`src/hw/rtl/greedy_tour_edge_selector_assert.svh`:
```
// Assertion macros for the selector RTL, used by the sequencer gtes_seq.
`ifndef GREEDY_TOUR_EDGE_SELECTOR_ASSERT_SVH
`define GREEDY_TOUR_EDGE_SELECTOR_ASSERT_SVH

// Same-cycle implication.
`define GTES_ASSERT_NOW(label, clk, rst_n, ante, cons) \
    label: assert property (@(posedge clk) disable iff (!rst_n) (ante) |-> (cons)) \
        else $error("gtes assertion failed");

// Next-cycle implication.
`define GTES_ASSERT_NEXT(label, clk, rst_n, ante, cons) \
    label: assert property (@(posedge clk) disable iff (!rst_n) (ante) |=> (cons)) \
        else $error("gtes assertion failed");

`endif

```
`src/hw/rtl/gtes_pkg.sv`:
```
package gtes_pkg;

    localparam int MAX_VERTICES_DEF = 16;
    localparam int ENDP_W           = 4;
    localparam int CNT_W            = 5;
    localparam int VCNT_W           = 5;
    localparam int MIN_VERTICES     = 3;
    localparam int DEG_W            = 2;

    localparam logic [VCNT_W-1:0] VCNT_RESET = VCNT_W'(16);

    localparam logic [1:0] CAUSE_NONE   = 2'd0;
    localparam logic [1:0] CAUSE_DEGREE = 2'd1;
    localparam logic [1:0] CAUSE_CYCLE  = 2'd2;
    localparam logic [1:0] CAUSE_DONE   = 2'd3;

    localparam logic CMD_CLEAR = 1'b0;

    typedef enum logic [3:0] {
        ST_IDLE,
        ST_DEG_A,
        ST_DEG_B,
        ST_WALK_A,
        ST_WALK_B,
        ST_DECIDE,
        ST_WR_PAR,
        ST_WR_DA,
        ST_WR_DB,
        ST_FIN
    } gtes_state_t;

    // Store control from the sequencer.
    typedef struct packed {
        logic clr;
        logic par_we;
        logic deg_we;
    } gtes_store_ctl_t;

    typedef struct packed {
        logic             accepted;
        logic             closes_tour;
        logic [1:0]       reject_cause;
        logic [CNT_W-1:0] edges_taken;
    } gtes_result_t;

endpackage

```
`src/hw/rtl/gtes_if.sv`:
```
interface gtes_in_if;
    import gtes_pkg::*;

    logic              valid;
    logic              ready;
    logic              cmd;
    logic [ENDP_W-1:0] end_a;
    logic [ENDP_W-1:0] end_b;

    modport source (output valid, output cmd, output end_a, output end_b, input ready);
    modport sink   (input valid, input cmd, input end_a, input end_b, output ready);
endinterface

interface gtes_out_if;
    import gtes_pkg::*;

    logic             valid;
    logic             ready;
    logic             accepted;
    logic             closes_tour;
    logic [1:0]       reject_cause;
    logic [CNT_W-1:0] edges_taken;

    modport source (output valid, output accepted, output closes_tour,
                    output reject_cause, output edges_taken, input ready);
    modport sink   (input valid, input accepted, input closes_tour,
                    input reject_cause, input edges_taken, output ready);
endinterface

interface gtes_cfg_if;
    import gtes_pkg::*;

    logic              valid;
    logic              ready;
    logic [VCNT_W-1:0] data;

    modport source (output valid, output data, input ready);
    modport sink   (input valid, input data, output ready);
endinterface

```
`src/hw/rtl/greedy_tour_edge_selector.sv`:
```
// Greedy tour edge selector.
// Feed candidate edges in ascending length order on in_ch (cmd 1, end_a, end_b);
// cmd 0 clears the forest, degrees, edge count and done flag. Each input beat
// yields exactly one result beat on out_ch: accepted, closes_tour, reject_cause
// and edges_taken after the beat. cfg_ch writes vertex_count (always ready);
// write it only while no edge is in flight.
// A clear, or an edge beat after the tour is finished, goes straight to the
// finish state. Other edges read both end degrees; a degree or self-loop reject
// then finishes, while any other edge walks each end to its root, is decided,
// and if accepted writes the parent store (only when it merges two trees) and
// both degrees before it finishes. Each walk step is one read of the parent
// store, so the two walks, set by the tree depths of the ends, set the rate.
// One beat is processed at a time; the input is ready again once the result
// is in the output register, so a stalled receiver holds at most one result
// while the next beat is processed, and further progress waits on it.
// Reset: vertex_count 16, empty forest, zero degrees and count, no result.
module greedy_tour_edge_selector #(
    parameter int MAX_VERTICES = gtes_pkg::MAX_VERTICES_DEF
) (
    input  logic              clk,
    input  logic              rst_n,
    gtes_in_if.sink           in_ch,
    gtes_out_if.source        out_ch,
    gtes_cfg_if.sink          cfg_ch
);
    import gtes_pkg::*;

    localparam int VW = $clog2(MAX_VERTICES);

    logic [VCNT_W-1:0] vcount_reg;

    gtes_result_t      out_data_reg;
    logic              out_valid_reg;

    gtes_result_t      result;
    gtes_store_ctl_t   ctl;
    logic              fin_valid;
    logic              slot_free;
    logic [VW-1:0]     rd_addr;
    logic [VW-1:0]     wr_addr;
    logic [VW-1:0]     par_wdata;
    logic [DEG_W-1:0]  deg_wdata;
    logic [VW-1:0]     par_q;
    logic [DEG_W-1:0]  deg_q;
    logic              seq_ready;

    // config register, taken on any beat
    assign cfg_ch.ready = 1'b1;

    always_ff @(posedge clk or negedge rst_n)
    begin
        if (!rst_n)
        begin
            vcount_reg <= VCNT_RESET;
        end
        else if (cfg_ch.valid)
        begin
            vcount_reg <= cfg_ch.data;
        end
    end

    // output register: loads when empty or draining this cycle
    assign slot_free = !out_valid_reg || out_ch.ready;

    always_ff @(posedge clk or negedge rst_n)
    begin
        if (!rst_n)
        begin
            out_valid_reg <= 1'b0;
        end
        else if (slot_free)
        begin
            out_valid_reg <= fin_valid;
        end
    end

    always_ff @(posedge clk)
    begin
        if (fin_valid && slot_free)
        begin
            out_data_reg <= result;
        end
    end

    assign out_ch.valid        = out_valid_reg;
    assign out_ch.accepted     = out_data_reg.accepted;
    assign out_ch.closes_tour  = out_data_reg.closes_tour;
    assign out_ch.reject_cause = out_data_reg.reject_cause;
    assign out_ch.edges_taken  = out_data_reg.edges_taken;
    assign in_ch.ready         = seq_ready;

    gtes_seq #(
        .MAX_VERTICES (MAX_VERTICES),
        .VW           (VW)
    ) u_seq (
        .clk          (clk),
        .rst_n        (rst_n),
        .in_valid     (in_ch.valid),
        .in_ready     (seq_ready),
        .cmd          (in_ch.cmd),
        .end_a        (in_ch.end_a),
        .end_b        (in_ch.end_b),
        .vertex_count (vcount_reg),
        .slot_free    (slot_free),
        .fin_valid    (fin_valid),
        .result       (result),
        .ctl          (ctl),
        .rd_addr      (rd_addr),
        .wr_addr      (wr_addr),
        .par_wdata    (par_wdata),
        .deg_wdata    (deg_wdata),
        .par_q        (par_q),
        .deg_q        (deg_q)
    );

    gtes_store #(
        .DEPTH     (MAX_VERTICES),
        .VW        (VW)
    ) u_store (
        .clk       (clk),
        .rst_n     (rst_n),
        .ctl       (ctl),
        .rd_addr   (rd_addr),
        .wr_addr   (wr_addr),
        .par_wdata (par_wdata),
        .deg_wdata (deg_wdata),
        .par_q     (par_q),
        .deg_q     (deg_q)
    );

endmodule

```
`src/hw/rtl/gtes_store.sv`:
```
// Parent and degree stores; one read and one write port.
// Entries not written since the last clear read as their reset value.
module gtes_store #(
    parameter int DEPTH = gtes_pkg::MAX_VERTICES_DEF,
    parameter int VW    = $clog2(DEPTH)
) (
    input  logic                     clk,
    input  logic                     rst_n,
    input  gtes_pkg::gtes_store_ctl_t ctl,
    input  logic [VW-1:0]            rd_addr,
    input  logic [VW-1:0]            wr_addr,
    input  logic [VW-1:0]            par_wdata,
    input  logic [gtes_pkg::DEG_W-1:0] deg_wdata,
    output logic [VW-1:0]            par_q,
    output logic [gtes_pkg::DEG_W-1:0] deg_q
);
    import gtes_pkg::*;

    logic [VW-1:0]    par_mem [DEPTH];
    logic [DEG_W-1:0] deg_mem [DEPTH];

    logic [DEPTH-1:0] par_vld_reg;
    logic [DEPTH-1:0] deg_vld_reg;

    logic [VW-1:0]    par_rd_reg;
    logic [DEG_W-1:0] deg_rd_reg;
    logic [VW-1:0]    addr_rd_reg;
    logic             par_vrd_reg;
    logic             deg_vrd_reg;

    always_ff @(posedge clk)
    begin
        if (ctl.par_we)
        begin
            par_mem[wr_addr] <= par_wdata;
        end
        if (ctl.deg_we)
        begin
            deg_mem[wr_addr] <= deg_wdata;
        end
        par_rd_reg  <= par_mem[rd_addr];
        deg_rd_reg  <= deg_mem[rd_addr];
        addr_rd_reg <= rd_addr;
    end

    always_ff @(posedge clk or negedge rst_n)
    begin
        if (!rst_n)
        begin
            par_vld_reg <= '0;
            deg_vld_reg <= '0;
            par_vrd_reg <= 1'b0;
            deg_vrd_reg <= 1'b0;
        end
        else
        begin
            par_vrd_reg <= par_vld_reg[rd_addr];
            deg_vrd_reg <= deg_vld_reg[rd_addr];
            if (ctl.clr)
            begin
                par_vld_reg <= '0;
                deg_vld_reg <= '0;
            end
            else
            begin
                if (ctl.par_we)
                begin
                    par_vld_reg[wr_addr] <= 1'b1;
                end
                if (ctl.deg_we)
                begin
                    deg_vld_reg[wr_addr] <= 1'b1;
                end
            end
        end
    end

    // unwritten parent entry points to itself, unwritten degree is zero
    assign par_q = par_vrd_reg ? par_rd_reg : addr_rd_reg;
    assign deg_q = deg_vrd_reg ? deg_rd_reg : '0;

endmodule

```
`src/hw/rtl/gtes_seq.sv`:
```
`include "greedy_tour_edge_selector_assert.svh"

// Sequencer: degree checks, two root walks, decision, store updates.
module gtes_seq #(
    parameter int MAX_VERTICES = gtes_pkg::MAX_VERTICES_DEF,
    parameter int VW           = $clog2(MAX_VERTICES)
) (
    input  logic                          clk,
    input  logic                          rst_n,
    input  logic                          in_valid,
    output logic                          in_ready,
    input  logic                          cmd,
    input  logic [gtes_pkg::ENDP_W-1:0]   end_a,
    input  logic [gtes_pkg::ENDP_W-1:0]   end_b,
    input  logic [gtes_pkg::VCNT_W-1:0]   vertex_count,
    input  logic                          slot_free,
    output logic                          fin_valid,
    output gtes_pkg::gtes_result_t        result,
    output gtes_pkg::gtes_store_ctl_t     ctl,
    output logic [VW-1:0]                 rd_addr,
    output logic [VW-1:0]                 wr_addr,
    output logic [VW-1:0]                 par_wdata,
    output logic [gtes_pkg::DEG_W-1:0]    deg_wdata,
    input  logic [VW-1:0]                 par_q,
    input  logic [gtes_pkg::DEG_W-1:0]    deg_q
);
    import gtes_pkg::*;

    localparam logic [8:0] MAXV = 9'(MAX_VERTICES);

    // endpoint modulo MAX_VERTICES by repeated subtract (value below 16)
    function automatic logic [VW-1:0] reduce_vertex(input logic [ENDP_W-1:0] x);
        logic [8:0] v;
        v = 9'(x);
        for (int i = 0; i < 5; i++)
        begin
            if (v >= MAXV)
            begin
                v = v - MAXV;
            end
        end
        return v[VW-1:0];
    endfunction

    gtes_state_t      state_reg, state_next;
    logic [VW-1:0]    va_reg, va_next;
    logic [VW-1:0]    vb_reg, vb_next;
    logic [VW-1:0]    cur_reg, cur_next;
    logic [VW-1:0]    ra_reg, ra_next;
    logic [VW-1:0]    rb_reg, rb_next;
    logic [DEG_W-1:0] deg_a_reg, deg_a_next;
    logic [DEG_W-1:0] deg_b_reg, deg_b_next;
    logic [CNT_W-1:0] taken_reg, taken_next;
    logic             done_reg, done_next;
    logic             acc_reg, acc_next;
    logic             closes_reg, closes_next;
    logic [1:0]       cause_reg, cause_next;

    logic             in_fire;
    logic             walk_hit;
    logic             deg_lim;
    logic             same_root;
    logic [8:0]       eff_wide;
    logic [CNT_W-1:0] eff_count;
    logic             building;

    assign in_fire   = in_valid && in_ready;
    assign walk_hit  = (par_q == cur_reg);
    assign deg_lim   = (deg_a_reg >= DEG_W'(2)) || (deg_q >= DEG_W'(2));
    assign same_root = (ra_reg == rb_reg);

    always_comb
    begin
        eff_wide = 9'(vertex_count);
        if (eff_wide < 9'(MIN_VERTICES))
        begin
            eff_wide = 9'(MIN_VERTICES);
        end
        if (eff_wide > MAXV)
        begin
            eff_wide = MAXV;
        end
    end

    assign eff_count = eff_wide[CNT_W-1:0];
    assign building  = ({1'b0, taken_reg} + (CNT_W+1)'(1)) < {1'b0, eff_count};

    // next state
    always_comb
    begin
        state_next = state_reg;
        unique case (state_reg)
            ST_IDLE:
            begin
                if (in_fire)
                begin
                    state_next = (cmd == CMD_CLEAR || done_reg) ? ST_FIN : ST_DEG_A;
                end
            end
            ST_DEG_A:  state_next = ST_DEG_B;
            ST_DEG_B:  state_next = (deg_lim || va_reg == vb_reg) ? ST_FIN : ST_WALK_A;
            ST_WALK_A: state_next = walk_hit ? ST_WALK_B : ST_WALK_A;
            ST_WALK_B: state_next = walk_hit ? ST_DECIDE : ST_WALK_B;
            ST_DECIDE:
            begin
                if (building)
                begin
                    state_next = same_root ? ST_FIN : ST_WR_PAR;
                end
                else
                begin
                    state_next = same_root ? ST_WR_DA : ST_FIN;
                end
            end
            ST_WR_PAR: state_next = ST_WR_DA;
            ST_WR_DA:  state_next = ST_WR_DB;
            ST_WR_DB:  state_next = ST_FIN;
            ST_FIN:    state_next = slot_free ? ST_IDLE : ST_FIN;
            default:   state_next = ST_IDLE;
        endcase
    end

    // outputs and datapath
    always_comb
    begin
        va_next     = va_reg;
        vb_next     = vb_reg;
        cur_next    = cur_reg;
        ra_next     = ra_reg;
        rb_next     = rb_reg;
        deg_a_next  = deg_a_reg;
        deg_b_next  = deg_b_reg;
        taken_next  = taken_reg;
        done_next   = done_reg;
        acc_next    = acc_reg;
        closes_next = closes_reg;
        cause_next  = cause_reg;
        ctl         = '0;
        rd_addr     = cur_reg;
        wr_addr     = va_reg;
        par_wdata   = ra_reg;
        deg_wdata   = deg_a_reg + DEG_W'(1);
        in_ready    = 1'b0;
        fin_valid   = 1'b0;
        unique case (state_reg)
            ST_IDLE:
            begin
                in_ready = 1'b1;
                va_next  = reduce_vertex(end_a);
                vb_next  = reduce_vertex(end_b);
                rd_addr  = va_next;
                if (in_fire)
                begin
                    acc_next    = 1'b0;
                    closes_next = 1'b0;
                    cause_next  = CAUSE_NONE;
                    if (cmd == CMD_CLEAR)
                    begin
                        ctl.clr    = 1'b1;
                        taken_next = '0;
                        done_next  = 1'b0;
                    end
                    else if (done_reg)
                    begin
                        cause_next = CAUSE_DONE;
                    end
                end
            end
            ST_DEG_A:
            begin
                deg_a_next = deg_q;
                rd_addr    = vb_reg;
            end
            ST_DEG_B:
            begin
                deg_b_next = deg_q;
                rd_addr    = va_reg;
                cur_next   = va_reg;
                if (deg_lim)
                begin
                    cause_next = CAUSE_DEGREE;
                end
                else if (va_reg == vb_reg)
                begin
                    cause_next = CAUSE_CYCLE;
                end
            end
            ST_WALK_A:
            begin
                if (walk_hit)
                begin
                    ra_next  = cur_reg;
                    cur_next = vb_reg;
                    rd_addr  = vb_reg;
                end
                else
                begin
                    cur_next = par_q;
                    rd_addr  = par_q;
                end
            end
            ST_WALK_B:
            begin
                if (walk_hit)
                begin
                    rb_next = cur_reg;
                end
                else
                begin
                    cur_next = par_q;
                    rd_addr  = par_q;
                end
            end
            ST_DECIDE:
            begin
                if (building == same_root)
                begin
                    cause_next = CAUSE_CYCLE;
                end
                else
                begin
                    acc_next    = 1'b1;
                    closes_next = !building;
                    done_next   = !building;
                    taken_next  = taken_reg + CNT_W'(1);
                end
            end
            ST_WR_PAR:
            begin
                ctl.par_we = 1'b1;
                wr_addr    = rb_reg;
                par_wdata  = ra_reg;
            end
            ST_WR_DA:
            begin
                ctl.deg_we = 1'b1;
                wr_addr    = va_reg;
                deg_wdata  = deg_a_reg + DEG_W'(1);
            end
            ST_WR_DB:
            begin
                ctl.deg_we = 1'b1;
                wr_addr    = vb_reg;
                deg_wdata  = deg_b_reg + DEG_W'(1);
            end
            ST_FIN:
            begin
                fin_valid = 1'b1;
            end
            default:
            begin
                fin_valid = 1'b0;
            end
        endcase
    end

    always_ff @(posedge clk or negedge rst_n)
    begin
        if (!rst_n)
        begin
            state_reg <= ST_IDLE;
            taken_reg <= '0;
            done_reg  <= 1'b0;
        end
        else
        begin
            state_reg <= state_next;
            taken_reg <= taken_next;
            done_reg  <= done_next;
        end
    end

    always_ff @(posedge clk)
    begin
        va_reg     <= va_next;
        vb_reg     <= vb_next;
        cur_reg    <= cur_next;
        ra_reg     <= ra_next;
        rb_reg     <= rb_next;
        deg_a_reg  <= deg_a_next;
        deg_b_reg  <= deg_b_next;
        acc_reg    <= acc_next;
        closes_reg <= closes_next;
        cause_reg  <= cause_next;
    end

    assign result.accepted     = acc_reg;
    assign result.closes_tour  = closes_reg;
    assign result.reject_cause = cause_reg;
    assign result.edges_taken  = taken_reg;

    `GTES_ASSERT_NOW(a_close_needs_accept, clk, rst_n, fin_valid && !acc_reg, !closes_reg)
    `GTES_ASSERT_NOW(a_accept_no_cause, clk, rst_n, fin_valid && acc_reg, cause_reg == CAUSE_NONE)
    `GTES_ASSERT_NOW(a_done_has_edges, clk, rst_n, done_reg, taken_reg != '0)
    `GTES_ASSERT_NEXT(a_clear_resets, clk, rst_n, in_fire && cmd == CMD_CLEAR, taken_reg == '0 && !done_reg)

endmodule

```
`src/flat_wrapper.sv`:
```
// flat-port wrapper written by rule: the top's interface ports become plain ports
module greedy_tour_edge_selector_flat import gtes_pkg::*;
#(
    parameter int MAX_VERTICES = gtes_pkg::MAX_VERTICES_DEF
)
  (clk, rst_n, in_ch_valid, in_ch_cmd, in_ch_end_a, in_ch_end_b, in_ch_ready, out_ch_valid, out_ch_accepted, out_ch_closes_tour, out_ch_reject_cause, out_ch_edges_taken, out_ch_ready, cfg_ch_valid, cfg_ch_data, cfg_ch_ready);
  gtes_in_if in_ch_i ();
  gtes_out_if out_ch_i ();
  gtes_cfg_if cfg_ch_i ();
  input  logic clk;
  input  logic rst_n;
  input wire logic [$bits(in_ch_i.valid)-1:0] in_ch_valid;
  input wire logic [$bits(in_ch_i.cmd)-1:0] in_ch_cmd;
  input wire logic [$bits(in_ch_i.end_a)-1:0] in_ch_end_a;
  input wire logic [$bits(in_ch_i.end_b)-1:0] in_ch_end_b;
  output wire logic [$bits(in_ch_i.ready)-1:0] in_ch_ready;
  output wire logic [$bits(out_ch_i.valid)-1:0] out_ch_valid;
  output wire logic [$bits(out_ch_i.accepted)-1:0] out_ch_accepted;
  output wire logic [$bits(out_ch_i.closes_tour)-1:0] out_ch_closes_tour;
  output wire logic [$bits(out_ch_i.reject_cause)-1:0] out_ch_reject_cause;
  output wire logic [$bits(out_ch_i.edges_taken)-1:0] out_ch_edges_taken;
  input wire logic [$bits(out_ch_i.ready)-1:0] out_ch_ready;
  input wire logic [$bits(cfg_ch_i.valid)-1:0] cfg_ch_valid;
  input wire logic [$bits(cfg_ch_i.data)-1:0] cfg_ch_data;
  output wire logic [$bits(cfg_ch_i.ready)-1:0] cfg_ch_ready;
  assign in_ch_i.valid = in_ch_valid;
  assign in_ch_i.cmd = in_ch_cmd;
  assign in_ch_i.end_a = in_ch_end_a;
  assign in_ch_i.end_b = in_ch_end_b;
  assign in_ch_ready = in_ch_i.ready;
  assign out_ch_valid = out_ch_i.valid;
  assign out_ch_accepted = out_ch_i.accepted;
  assign out_ch_closes_tour = out_ch_i.closes_tour;
  assign out_ch_reject_cause = out_ch_i.reject_cause;
  assign out_ch_edges_taken = out_ch_i.edges_taken;
  assign out_ch_i.ready = out_ch_ready;
  assign cfg_ch_i.valid = cfg_ch_valid;
  assign cfg_ch_i.data = cfg_ch_data;
  assign cfg_ch_ready = cfg_ch_i.ready;
  greedy_tour_edge_selector #(.MAX_VERTICES(MAX_VERTICES)) u_core (.clk(clk), .rst_n(rst_n), .in_ch(in_ch_i), .out_ch(out_ch_i), .cfg_ch(cfg_ch_i));
endmodule
```
`config.mk`:
```
export PLATFORM = sky130hd
export DESIGN_NAME = greedy_tour_edge_selector_flat
export DESIGN_NICKNAME = d
export VERILOG_FILES = /design/src/hw/rtl/gtes_pkg.sv /design/src/hw/rtl/gtes_if.sv /design/src/hw/rtl/greedy_tour_edge_selector.sv /design/src/hw/rtl/gtes_store.sv /design/src/hw/rtl/gtes_seq.sv /design/src/flat_wrapper.sv
export VERILOG_INCLUDE_DIRS = /design/src /design/src/hw/rtl
export SDC_FILE = /design/constraint.sdc
export NUM_CORES = 1
export LEC_CHECK = 0
export BUFFER_PORTS_ARGS = -buffer_cell sky130_fd_sc_hd__buf_4
export CAP_MARGIN = 30
export CORE_MARGIN = 3
export CORE_UTILIZATION = 55
export CTS_CLUSTER_DIAMETER = 120
export DETAILED_ROUTE_END_ITERATION = 10
export PLACE_DENSITY = 0.72
export SYNTH_ARGS = -nofsm -noshare
export SYNTH_HDL_FRONTEND = slang
export SYNTH_SLANG_ARGS = --single-unit
```
`constraint.sdc`:
```
create_clock -name clk -period 7.48 [get_ports clk]
set_input_delay 0.748 -clock clk [delete_from_list [all_inputs] [get_ports clk]]
set_output_delay 0.748 -clock clk [all_outputs]
set_load 0.005 [all_outputs]
```
==> metrics.yaml, run 1 <==
yosys_most_used_dff: "edfxtp_1"
cp.required_ns: 7.87
multi_input_area_um2: 3814
power_switching_mw: 1.857
fin_cells: 1060
crit_chain: "mux2i_1 -> xnor2_1 -> or4_1 -> buf_4 -> mux2_2 -> and2_1 -> inv_1 -> or4b_2 -> nand4_1 -> or3_1"
yosysTopAreaCellShare_pct: 41.71
cts_tree: "built"
cp.buffers_inverters: 2
dieArea_um2: 19030
async_flop_share_pct: 25.91
finalSetupViolCount: 0
finalWirelength_um: 24240
grt_pass1_wl_um: 37610
start_util_pct: 56.93
finClkSkew_ns: 0.007956
post-route-min-period_ns: 4.104
drc: 0
finalWorstSetupSlack_ns: 3.376
r2r_end: "u_core.u_store.deg_rd_reg[1]"
cts_buffer_depth: 2
clock_latency_ns: 0.44
n_fill_cell: 1319
track_usage_pct: 26.23
largest_registers: "u_core.u_store.par_mem: 64 flops, u_core.u_store.deg_mem: 32 flops"
min_period_over_period_pct: 54.86
rows: 47
h-tree-depth: 4
syn_avg_cell_area_um2: 11.48
grt_pass1_vias: 6696
setup_tns_ns: 0
yosys_warnings: 0
placed_area_um2: 9881
seq_area_um2: 5446
drt_iter0_drc: 815
startpoint_type: "register"
place_ws_ns: 3.470
reg2reg_from: "u_core.u_store.par_vrd_reg"
drv_slew: 0
switching_share_pct: 41.66
p_int_mw: 2.600
status: "finished clean"
antennaDiodeCount: 0
nets: 852
arrival_ns: 4.49
grt_max_degree: 51
pwr_density_cell_nw_per_um2: 423.8
die_w_um: 137.9
synth_cells: 834
relSlewSlack_pct: 25.61
synthTopCellsByArea: "edfxtp_1, dfrtp_1, mux2i_1, a22o_1, o2111ai_1"
irDropWorstVdd_mv: 0.3403
hold_viol: 0
antenna_found_initial: 0
fmax_mhz: 243.7
p_seq_share_pct: 34.5
via_per_inst: 6.732
die_h_um: 137.9
dpl.cell_count: 1027
io_buffers: 29
r2r_setup_slack_ns: 3.38
p_clk_share_pct: 21.1
top_register: "u_core.u_store.par_mem"
combPwrFrac_pct: 44.5
crit_slowest_cell: "or4b_2"
worstMarginPinSlew_ns: 1.114
crit_family: "simple AND/OR/NAND/NOR gates"
pin_count: 31
crit_fanout: 40
gp_congestion: 0.8979
wire_per_inst_um: 22.87
cp.depth: 10
firstDrtPassIters: 7
largest_reg_flops: 64
synth_edf_count: 133
syn_to_final_growth_pct: 9.814
final_area_um2: 10510
fin_total_pwr_mw: 4.456
cts.repair.resized: 0
cts_root_buffer: "clkbuf_16"
worstSetupEndpointType: "register"
holdBufCountCts: 0
holdWs_ns: 0.3709
drive_gt1_share_pct: 12.14
netlist_area_um2: 9574
max-cap-violations: 0
yosys_register_bits: 193
crit_type: "register to register"
syn-num-nets: 859
slowest_delay_ns: 0.77
post_cts_buffers: 0
coreArea_um2: 16820
p_leak_nw: 3.784
hpwl_um: 15880
synth_cell_type_count: 56
yosysTopAreaCell: "edfxtp_1"
vias: 7136
ys_seq_area_share_pct: 56.89
reg2reg_depth: 10
antenna_left: 0
clk_pin_slew_worst_paths_ns: 0.07
hold_path.class: "input port to asynchronous set/reset pin"
cts_buffers: 17
rsz0062_at_grt: "false"
utilization_pct: 62.51
overflow: 0
cts_sinks: 193
-- Yosys cell counts, types with 8 or more instances --
library cell,count
nand3_1,46
o211ai_1,36
or3_1,13
nor2b_1,34
mux2i_1,39
xnor2_1,12
a21oi_1,46
dfxtp_1,10
nand2_1,37
o2111ai_1,32
mux2_2,8
buf_1,9
o21ai_0,16
o21a_1,33
o22ai_1,16
or4b_2,9
edfxtp_1,133
inv_1,10
dfrtp_1,49
nand4_1,27
nor2_1,53
a22o_1,32
clkbuf_1,48
nand4b_1,8
-- layout by cell type (no fill, tap or decap), types with 6 or more instances in the layout --
cell         n
a21oi_1     45
a22o_1      32
buf_4       41
clkbuf_16   18
dfrtp_1     49
dfxtp_1     10
edfxtp_1   133
ha_1         6
inv_1       10
mux2_2       8
mux2i_1     39
nand2_1     37
nand3_1     46
nand4_1     27
nand4b_1     8
nor2_1      52
nor2b_1     34
nor3_1       6
o2111ai_1   32
o211ai_1    36
o21a_1      33
o21ai_0     16
o22ai_1     16
or3_1       13
or4b_2       9
xnor2_1     12
-- worst reg2reg max path, delay by kind of cell (launching register included) --
| family | cells | cell delay, ns |
|---|---|---|
| muxes | 2 | 0.72 |
| and+or+nand+nor | 5 | 1.96 |
| buffers and inverters | 2 | 0.76 |
| xor gates and xnor gates | 1 | 0.18 |
| DFF | 1 | 0.43 |
-- power groups by stage --
stage	clock [mW]	sequential, mW	combinational [mW]
floorplan	0	1.46	1.52
finish	0.938	1.54	1.98
CTS	0.951	1.53	1.93
detailed placement	0	1.55	1.92
global route	0.998	1.55	2.14
global placement	0	1.55	1.86
-- final cells by class --
| class | instances | area share (%) |
|---|---|---|
| sequential | 193 | 51.80 |
| multi-input combinational | 563 | 36.27 |
| clock buffer | 20 | 4.451 |
| timing repair buffer | 42 | 3.118 |
| tap | 220 | 2.618 |
| clock inverter | 12 | 1.380 |
| inverter | 10 | 0.3570 |
-- cells by family after synthesis --
logic type	share of synthesized area, %
compound gates	18.13
simple gates	14.13
other cells	0.03917
xor+xnor	1.464
mux	5.018
buf+inv	3.555
fa+ha+maj	0.7841
flops	56.89
-- layer usage --
metal | vias to the layer above | routed length, um | GRT usage, %
li1 | 3221 | - | -
met5 | - | 0 | 0
met3 | 36 | 2075 | 6.313
met1 | 3549 | 10520 | 37.72
met4 | 0 | 372 | 6.751
met2 | 330 | 11270 | 40.40
-- how the worst max path moves through the flow --
stage,slack (ns),to,from
2_1_floorplan,4.26,u_core.u_store.deg_vrd_reg,u_core.u_store.par_vrd_reg
3_3_place_gp,3.57,u_core.u_store.par_rd_reg[1],u_core.u_store.par_vrd_reg
3_5_place_dp,3.47,u_core.u_store.par_rd_reg[2],u_core.u_store.par_vrd_reg
4_1_cts,3.44,u_core.u_store.par_rd_reg[2],u_core.u_store.par_vrd_reg
5_1_grt,3.09,u_core.u_store.par_rd_reg[1],u_core.u_store.par_vrd_reg
6_report,3.38,u_core.u_store.deg_rd_reg[1],u_core.u_store.par_vrd_reg
(Power assumes the default switching activity.)
==> run 2: changes to the inputs <==
--- a/config.mk
+++ b/config.mk
@@ -6,13 +6,14 @@
 export SDC_FILE = /design/constraint.sdc
 export NUM_CORES = 1
 export LEC_CHECK = 0
+export ABC_AREA = 1
 export BUFFER_PORTS_ARGS = -buffer_cell sky130_fd_sc_hd__buf_4
 export CAP_MARGIN = 30
 export CORE_MARGIN = 3
 export CORE_UTILIZATION = 55
 export CTS_CLUSTER_DIAMETER = 120
 export DETAILED_ROUTE_END_ITERATION = 10
-export PLACE_DENSITY = 0.72
+export PLACE_DENSITY = 0.75
 export SYNTH_ARGS = -nofsm -noshare
 export SYNTH_HDL_FRONTEND = slang
 export SYNTH_SLANG_ARGS = --single-unit
==> constraint.sdc (replaced) <==
create_clock -name clk -period 3.5 [get_ports clk]
set_input_delay 0.35 -clock clk [delete_from_list [all_inputs] [get_ports clk]]
set_output_delay 0.35 -clock clk [all_outputs]
set_load 0.005 [all_outputs]
==> run 2 against run 1 <==
Compared with the run above:
- sequential power grew 110%
- sequential share of layout area grew 2.2 points
- via count shrank 8.6%
==> metrics.yaml, run 2 <==
finClkSkew_ns: 0.01016
p_seq_share_pct: 33.4
largest_registers: "u_core.u_store.par_mem: 64 flops, u_core.u_store.deg_mem: 32 flops"
nets: 1000
syn_to_final_growth_pct: 10.59
p_leak_nw: 4.608
drv_slew: 0
io_buffers: 29
drt_iter0_drc: 703
overflow: 0
antennaDiodeCount: 0
fin_total_pwr_mw: 9.578
cts_sinks: 193
yosysTopAreaCellShare_pct: 43.77
cp.required_ns: 3.82
hold_path.class: "input port to register"
worstSetupEndpointType: "register"
cts_buffer_depth: 2
cts_tree: "built"
rows: 46
finalSetupViolCount: 0
yosys_register_bits: 193
setup_tns_ns: 0
track_usage_pct: 22.81
crit_chain: "ha_1 -> xor2_1 -> ha_1 -> inv_1 -> nor2_1 -> o21ai_0 -> nand2_1 -> a211oi_2 -> ha_1 -> nor2_1 -> inv_1 -> nand2_1 -> inv_1 -> a22o_1"
startpoint_type: "register"
top_register: "u_core.u_store.par_mem"
worstMarginPinSlew_ns: 0.7542
netlist_area_um2: 9124
cts_root_buffer: "clkbuf_16"
finalWirelength_um: 19850
die_h_um: 134.8
switching_share_pct: 43.08
synth_cells: 946
p_clk_share_pct: 19.8
antenna_left: 0
syn_avg_cell_area_um2: 9.645
layout_common_cells: "inv_1, nand3_1, nand2_1, edfxtp_1, nor2_1"
grt_pass1_wl_um: 32260
yosys_most_used_dff: "edfxtp_1"
h-tree-depth: 4
pwr_density_cell_nw_per_um2: 949.3
yosys_warnings: 0
min_period_over_period_pct: 91.83
irDropWorstVdd_mv: 0.5896
final_area_um2: 10090
drc: 0
arrival_ns: 3.54
crit_slowest_cell: "dfrtp_1"
slowest_delay_ns: 0.46
dieArea_um2: 18170
fmax_mhz: 311.1
combPwrFrac_pct: 46.9
pin_count: 31
synth_edf_count: 133
vias: 6524
antenna_found_initial: 0
synthTopCellsByArea: "edfxtp_1, dfrtp_1, nand3_1, inv_1, nand2_1"
grt_max_degree: 65
p_int_mw: 5.452
fin_cells: 1204
hpwl_um: 13140
placed_area_um2: 9494
yosysMostFrequentCell: "inv_1"
start_util_pct: 56.82
yosysTopAreaCell: "edfxtp_1"
synth_commonest_cells: "inv_1, nand3_1, nand2_1"
firstDrtPassIters: 5
power_switching_mw: 4.126
cts_buffers: 17
drive_gt1_share_pct: 10.63
crit_type: "register to register"
dpl.cell_count: 1171
ys_seq_area_share_pct: 59.70
synth_cell_type_count: 42
relSlewSlack_pct: 49.54
largest_reg_flops: 64
n_fill_cell: 1259
max-cap-violations: 0
gp_congestion: 0.8845
grt_pass1_vias: 6480
rsz0062_at_grt: "false"
utilization_pct: 62.83
coreArea_um2: 16060
die_w_um: 134.8
final_common_cell: "inv_1"
crit_fanout: 7
via_per_inst: 5.419
hold_viol: 0
wire_per_inst_um: 16.49
clock_latency_ns: 0.43
status: "finished clean"
post-route-min-period_ns: 3.214
clk_pin_slew_worst_paths_ns: 0.07
syn-num-nets: 971
async_flop_share_pct: 25.91
[run 2: power by group through the flow]
stage	Clock [mW]	Sequential [mW]	Combinational (mW)
after floorplan	0	3.18	3.51
after global placement	0	3.22	4.34
after detailed placement	0	3.23	4.41
after CTS	1.91	3.19	4.45
after global routing	2.01	3.22	5.04
final	1.89	3.19	4.49
[run 2: metrics by stage]
| step | hold WS (ns) | setup WS, ns |
|---|---|---|
| 2_1_floorplan | 0.05441 | 0.7165 |
| 3_3_place_gp | 0.4033 | 0.3792 |
| 3_5_place_dp | 0.4128 | 0.1997 |
| 4_1_cts | 0.07961 | 0.1688 |
| 5_1_grt | 0.07941 | 0.09522 |
| 6_report | 0.09284 | 0.2860 |
[run 2: cell type report]
type,instances,area (um^2),area share (%)
sequential,193,5446,53.98
multi-input combinational,526,2723,26.98
inverter,193,724.4,7.180
clock buffer,25,506.7,5.022
timing repair buffer,44,345.3,3.423
tap,216,270.3,2.679
clock inverter,7,73.82,0.7316
[run 2: metal layers]
layer | GRT usage, % | share of wire, % | vias to the layer above
met4 | 7.975 | 1.6 | 0
met1 | 31.23 | 43 | 3096
met5 | 0 | 0 | -
met2 | 37.35 | 49 | 258
met3 | 3.726 | 6.4 | 28
li1 | - | - | 3142
[run 2: cell families (layout without fill, tap and decap cells)]
family / after synthesis / count (layout) / synth area share (%)
and+or+nand+nor: 429 / 429 / 22.49
buffers and inverters: 227 / 269 / 10.55
DFF: 193 / 193 / 59.70
AOI/OAI and AO/OA: 74 / 74 / 4.745
xor gates and xnor gates: 11 / 11 / 1.056
adders and majority gates: 6 / 6 / 0.8228
muxes: 5 / 5 / 0.6034
other: 1 / 1 / 0.04110
[run 2: final timing paths]
kind / startpoint / to / slack (ns) / depth (start not counted)
min in group asynchronous: rst_n / u_core.vcount_reg[1] / 0.49 / 2
hold reg to reg: u_core.u_seq.closes_reg / u_core.out_ch.closes_tour / 0.43 / 0
hold / removal: in_ch_end_b[2] / u_core.u_seq.vb_reg[2] / 0.09 / 1
max in group asynchronous: rst_n / u_core.u_store.deg_vld_reg[12] / 2.53 / 2
setup / recovery: u_core.u_seq.taken_reg[0] / u_core.u_seq.taken_reg[2] / 0.29 / 14
setup reg to reg: u_core.u_seq.taken_reg[0] / u_core.u_seq.taken_reg[2] / 0.29 / 14
[run 2: what timing repair did]
| item | in CTS | in global routing |
|---|---|---|
| gates resized for setup | 0 | 1 |
| endpoints found under the setup margin | 0 | 5 |
| hold buffers | 1 | 0 |
| buffers inserted | 0 | 0 |
| endpoints found under the hold margin | 49 | 0 |
[run 2: critical path, delay by kind of cell, from the launching register on]
kind                     cells  cell delay, ns
flip-flops                   1            0.46
AO/OA/AOI/OAI                3            0.61
AND/OR/NAND/NOR              4            0.60
buffers and inverters        3            0.37
adder cells (fa/ha/maj)      3            0.84
XOR/XNOR                     1            0.23
==> run 3: changes to the inputs <==
==> constraint.sdc (replaced) <==
create_clock -name clk -period 2.8 [get_ports clk]
set_input_delay 0.28 -clock clk [delete_from_list [all_inputs] [get_ports clk]]
set_output_delay 0.28 -clock clk [all_outputs]
set_load 0.005 [all_outputs]
==> run 3 against run 2 <==
Compared with the run above:
- global-route usage hardly changed
- clock-buffer cell count is 7 lower
- routed wire length decreased by 0.65%
==> metrics.yaml, run 3 (synthesis gave the netlist of run 2 again) <==
finalWirelength_um: 19720
crit_family: "compound AO/OA/AOI/OAI gates"
track_usage_pct: 22.85
utilization_pct: 63.98
r2r_setup_slack_ns: 0.19
place_ws_ns: -0.001463
drive_gt1_share_pct: 13.05
rsz0062_at_grt: "false"
cp.required_ns: 3.13
rows: 46
worstSetupEndpointType: "register"
irDropWorstVdd_mv: 0.8162
drv_slew: 0
overflow: 0
crit_chain: "inv_1 -> o21ai_0 -> ha_1 -> a21oi_1 -> nor2_1 -> o21ai_1 -> nand2_1 -> a211oi_2 -> ha_1 -> nor2_2 -> inv_2 -> nand2_1 -> inv_1 -> a22o_1"
die_w_um: 134.8
max-cap-violations: 0
gp_congestion: 0.8952
die_h_um: 134.8
h-tree-depth: 4
fmax_mhz: 383.5
crit_slowest_cell: "dfstp_2"
finClkSkew_ns: 0.007396
antenna_left: 0
start_util_pct: 56.82
clock_latency_ns: 0.44
antennaDiodeCount: 0
pwr_density_cell_nw_per_um2: 1200
hold_viol: 0
n_fill_cell: 1243
status: "finished clean"
relSlewSlack_pct: 49.12
fin_cells: 1220
dieArea_um2: 18170
layout_common_cells: "inv_1, nand3_1, nand2_1, edfxtp_1, nor2_1"
min_period_over_period_pct: 93.13
fin_total_pwr_mw: 12.32
vias: 6604
arrival_ns: 2.93
drt_iter0_drc: 698
largest_registers: "u_core.u_store.par_mem: 64 flops, u_core.u_store.deg_mem: 32 flops"
finalWorstSetupSlack_ns: 0.1923
setup_tns_ns: 0
largest_reg_flops: 64
cp.buffers_inverters: 3
top_register: "u_core.u_store.par_mem"
syn_to_final_growth_pct: 12.60
cts_tree: "built"
dpl.cell_count: 1185
coreArea_um2: 16060
cts_buffers: 17
holdWs_ns: 0.02120
hpwl_um: 13330
clk_pin_slew_worst_paths_ns: 0.07
io_buffers: 29
p_leak_nw: 4.699
grt_pass1_vias: 6360
firstDrtPassIters: 5
via_per_inst: 5.413
grt_max_degree: 51
post-route-min-period_ns: 2.608
crit_type: "register to register"
hold_path.class: "input port to register"
finalSetupViolCount: 0
pin_count: 31
final_common_cell: "inv_1"
grt_pass1_wl_um: 32060
cts_sinks: 193
cts_root_buffer: "clkbuf_16"
wire_per_inst_um: 16.17
final_area_um2: 10270
crit_fanout: 6
worstMarginPinSlew_ns: 0.7604
startpoint_type: "register"
placed_area_um2: 9637
antenna_found_initial: 0
nets: 1016
cts_buffer_depth: 2
drc: 0
slowest_delay_ns: 0.53
==> run 3: final timing paths <==
check | startpoint | endpoint | depth (start not counted)
hold reg to reg | u_core.u_seq.closes_reg | u_core.out_ch.closes_tour | 0
max in group asynchronous | rst_n | u_core.u_store.deg_vld_reg[8] | 2
min in group asynchronous | rst_n | u_core.vcount_reg[1] | 2
setup / recovery | u_core.vcount_reg[4] | u_core.u_seq.taken_reg[1] | 14
setup reg to reg | u_core.vcount_reg[4] | u_core.u_seq.taken_reg[1] | 14
hold / removal | in_ch_end_b[2] | u_core.u_seq.vb_reg[2] | 1
==> run 3: what timing repair did <==
item                                    4_1_cts  5_1_grt
hold endpoints to repair                     49        0
pin swaps                                     0        5
gates resized for setup                       1        9
endpoints found under the setup margin        2       10
setup buffers                                 0        2
hold buffers                                  1        0
==> run 3: routing by layer <==
| metal | global-route usage, % | up-vias | wire length (um) |
|---|---|---|---|
| met1 | 31.47 | 3132 | 8506 |
| met3 | 4.247 | 44 | 1340 |
| met5 | 0 | - | 0 |
| li1 | - | 3169 | - |
| met2 | 35.96 | 259 | 9392 |
| met4 | 9.729 | 0 | 484 |
==> run 3: cell type report <==
type	count	area, um^2	area share, %
Sequential cell	193	5446	53.01
Multi-Input combinational cell	526	2746	26.73
Inverter	193	724.4	7.052
Timing Repair Buffer	60	503.0	4.896
Clock buffer	18	439.2	4.275
Tap cell	216	270.3	2.631
Clock inverter	14	143.9	1.401
==> run 3: power breakdown <==
group	leakage [nW]	switching [mW]	total [mW]	internal, mW
Sequential	1.96	0.252	3.99	3.73
Clock	0.280	1.09	2.37	1.28
Combinational	2.46	3.97	5.97	1.99
Total	4.70	5.32	12.3	7.00
==> run 3: worst register-to-register path, stage by stage, from the launching register on <==
cell,delay (ns)
dfstp_2,0.53
inv_1,0.09
o21ai_0,0.10
ha_1,0.25
a21oi_1,0.14
nor2_1,0.06
o21ai_1,0.12
nand2_1,0.08
a211oi_2,0.27
ha_1,0.29
nor2_2,0.13
inv_2,0.07
nand2_1,0.08
inv_1,0.09
a22o_1,0.18
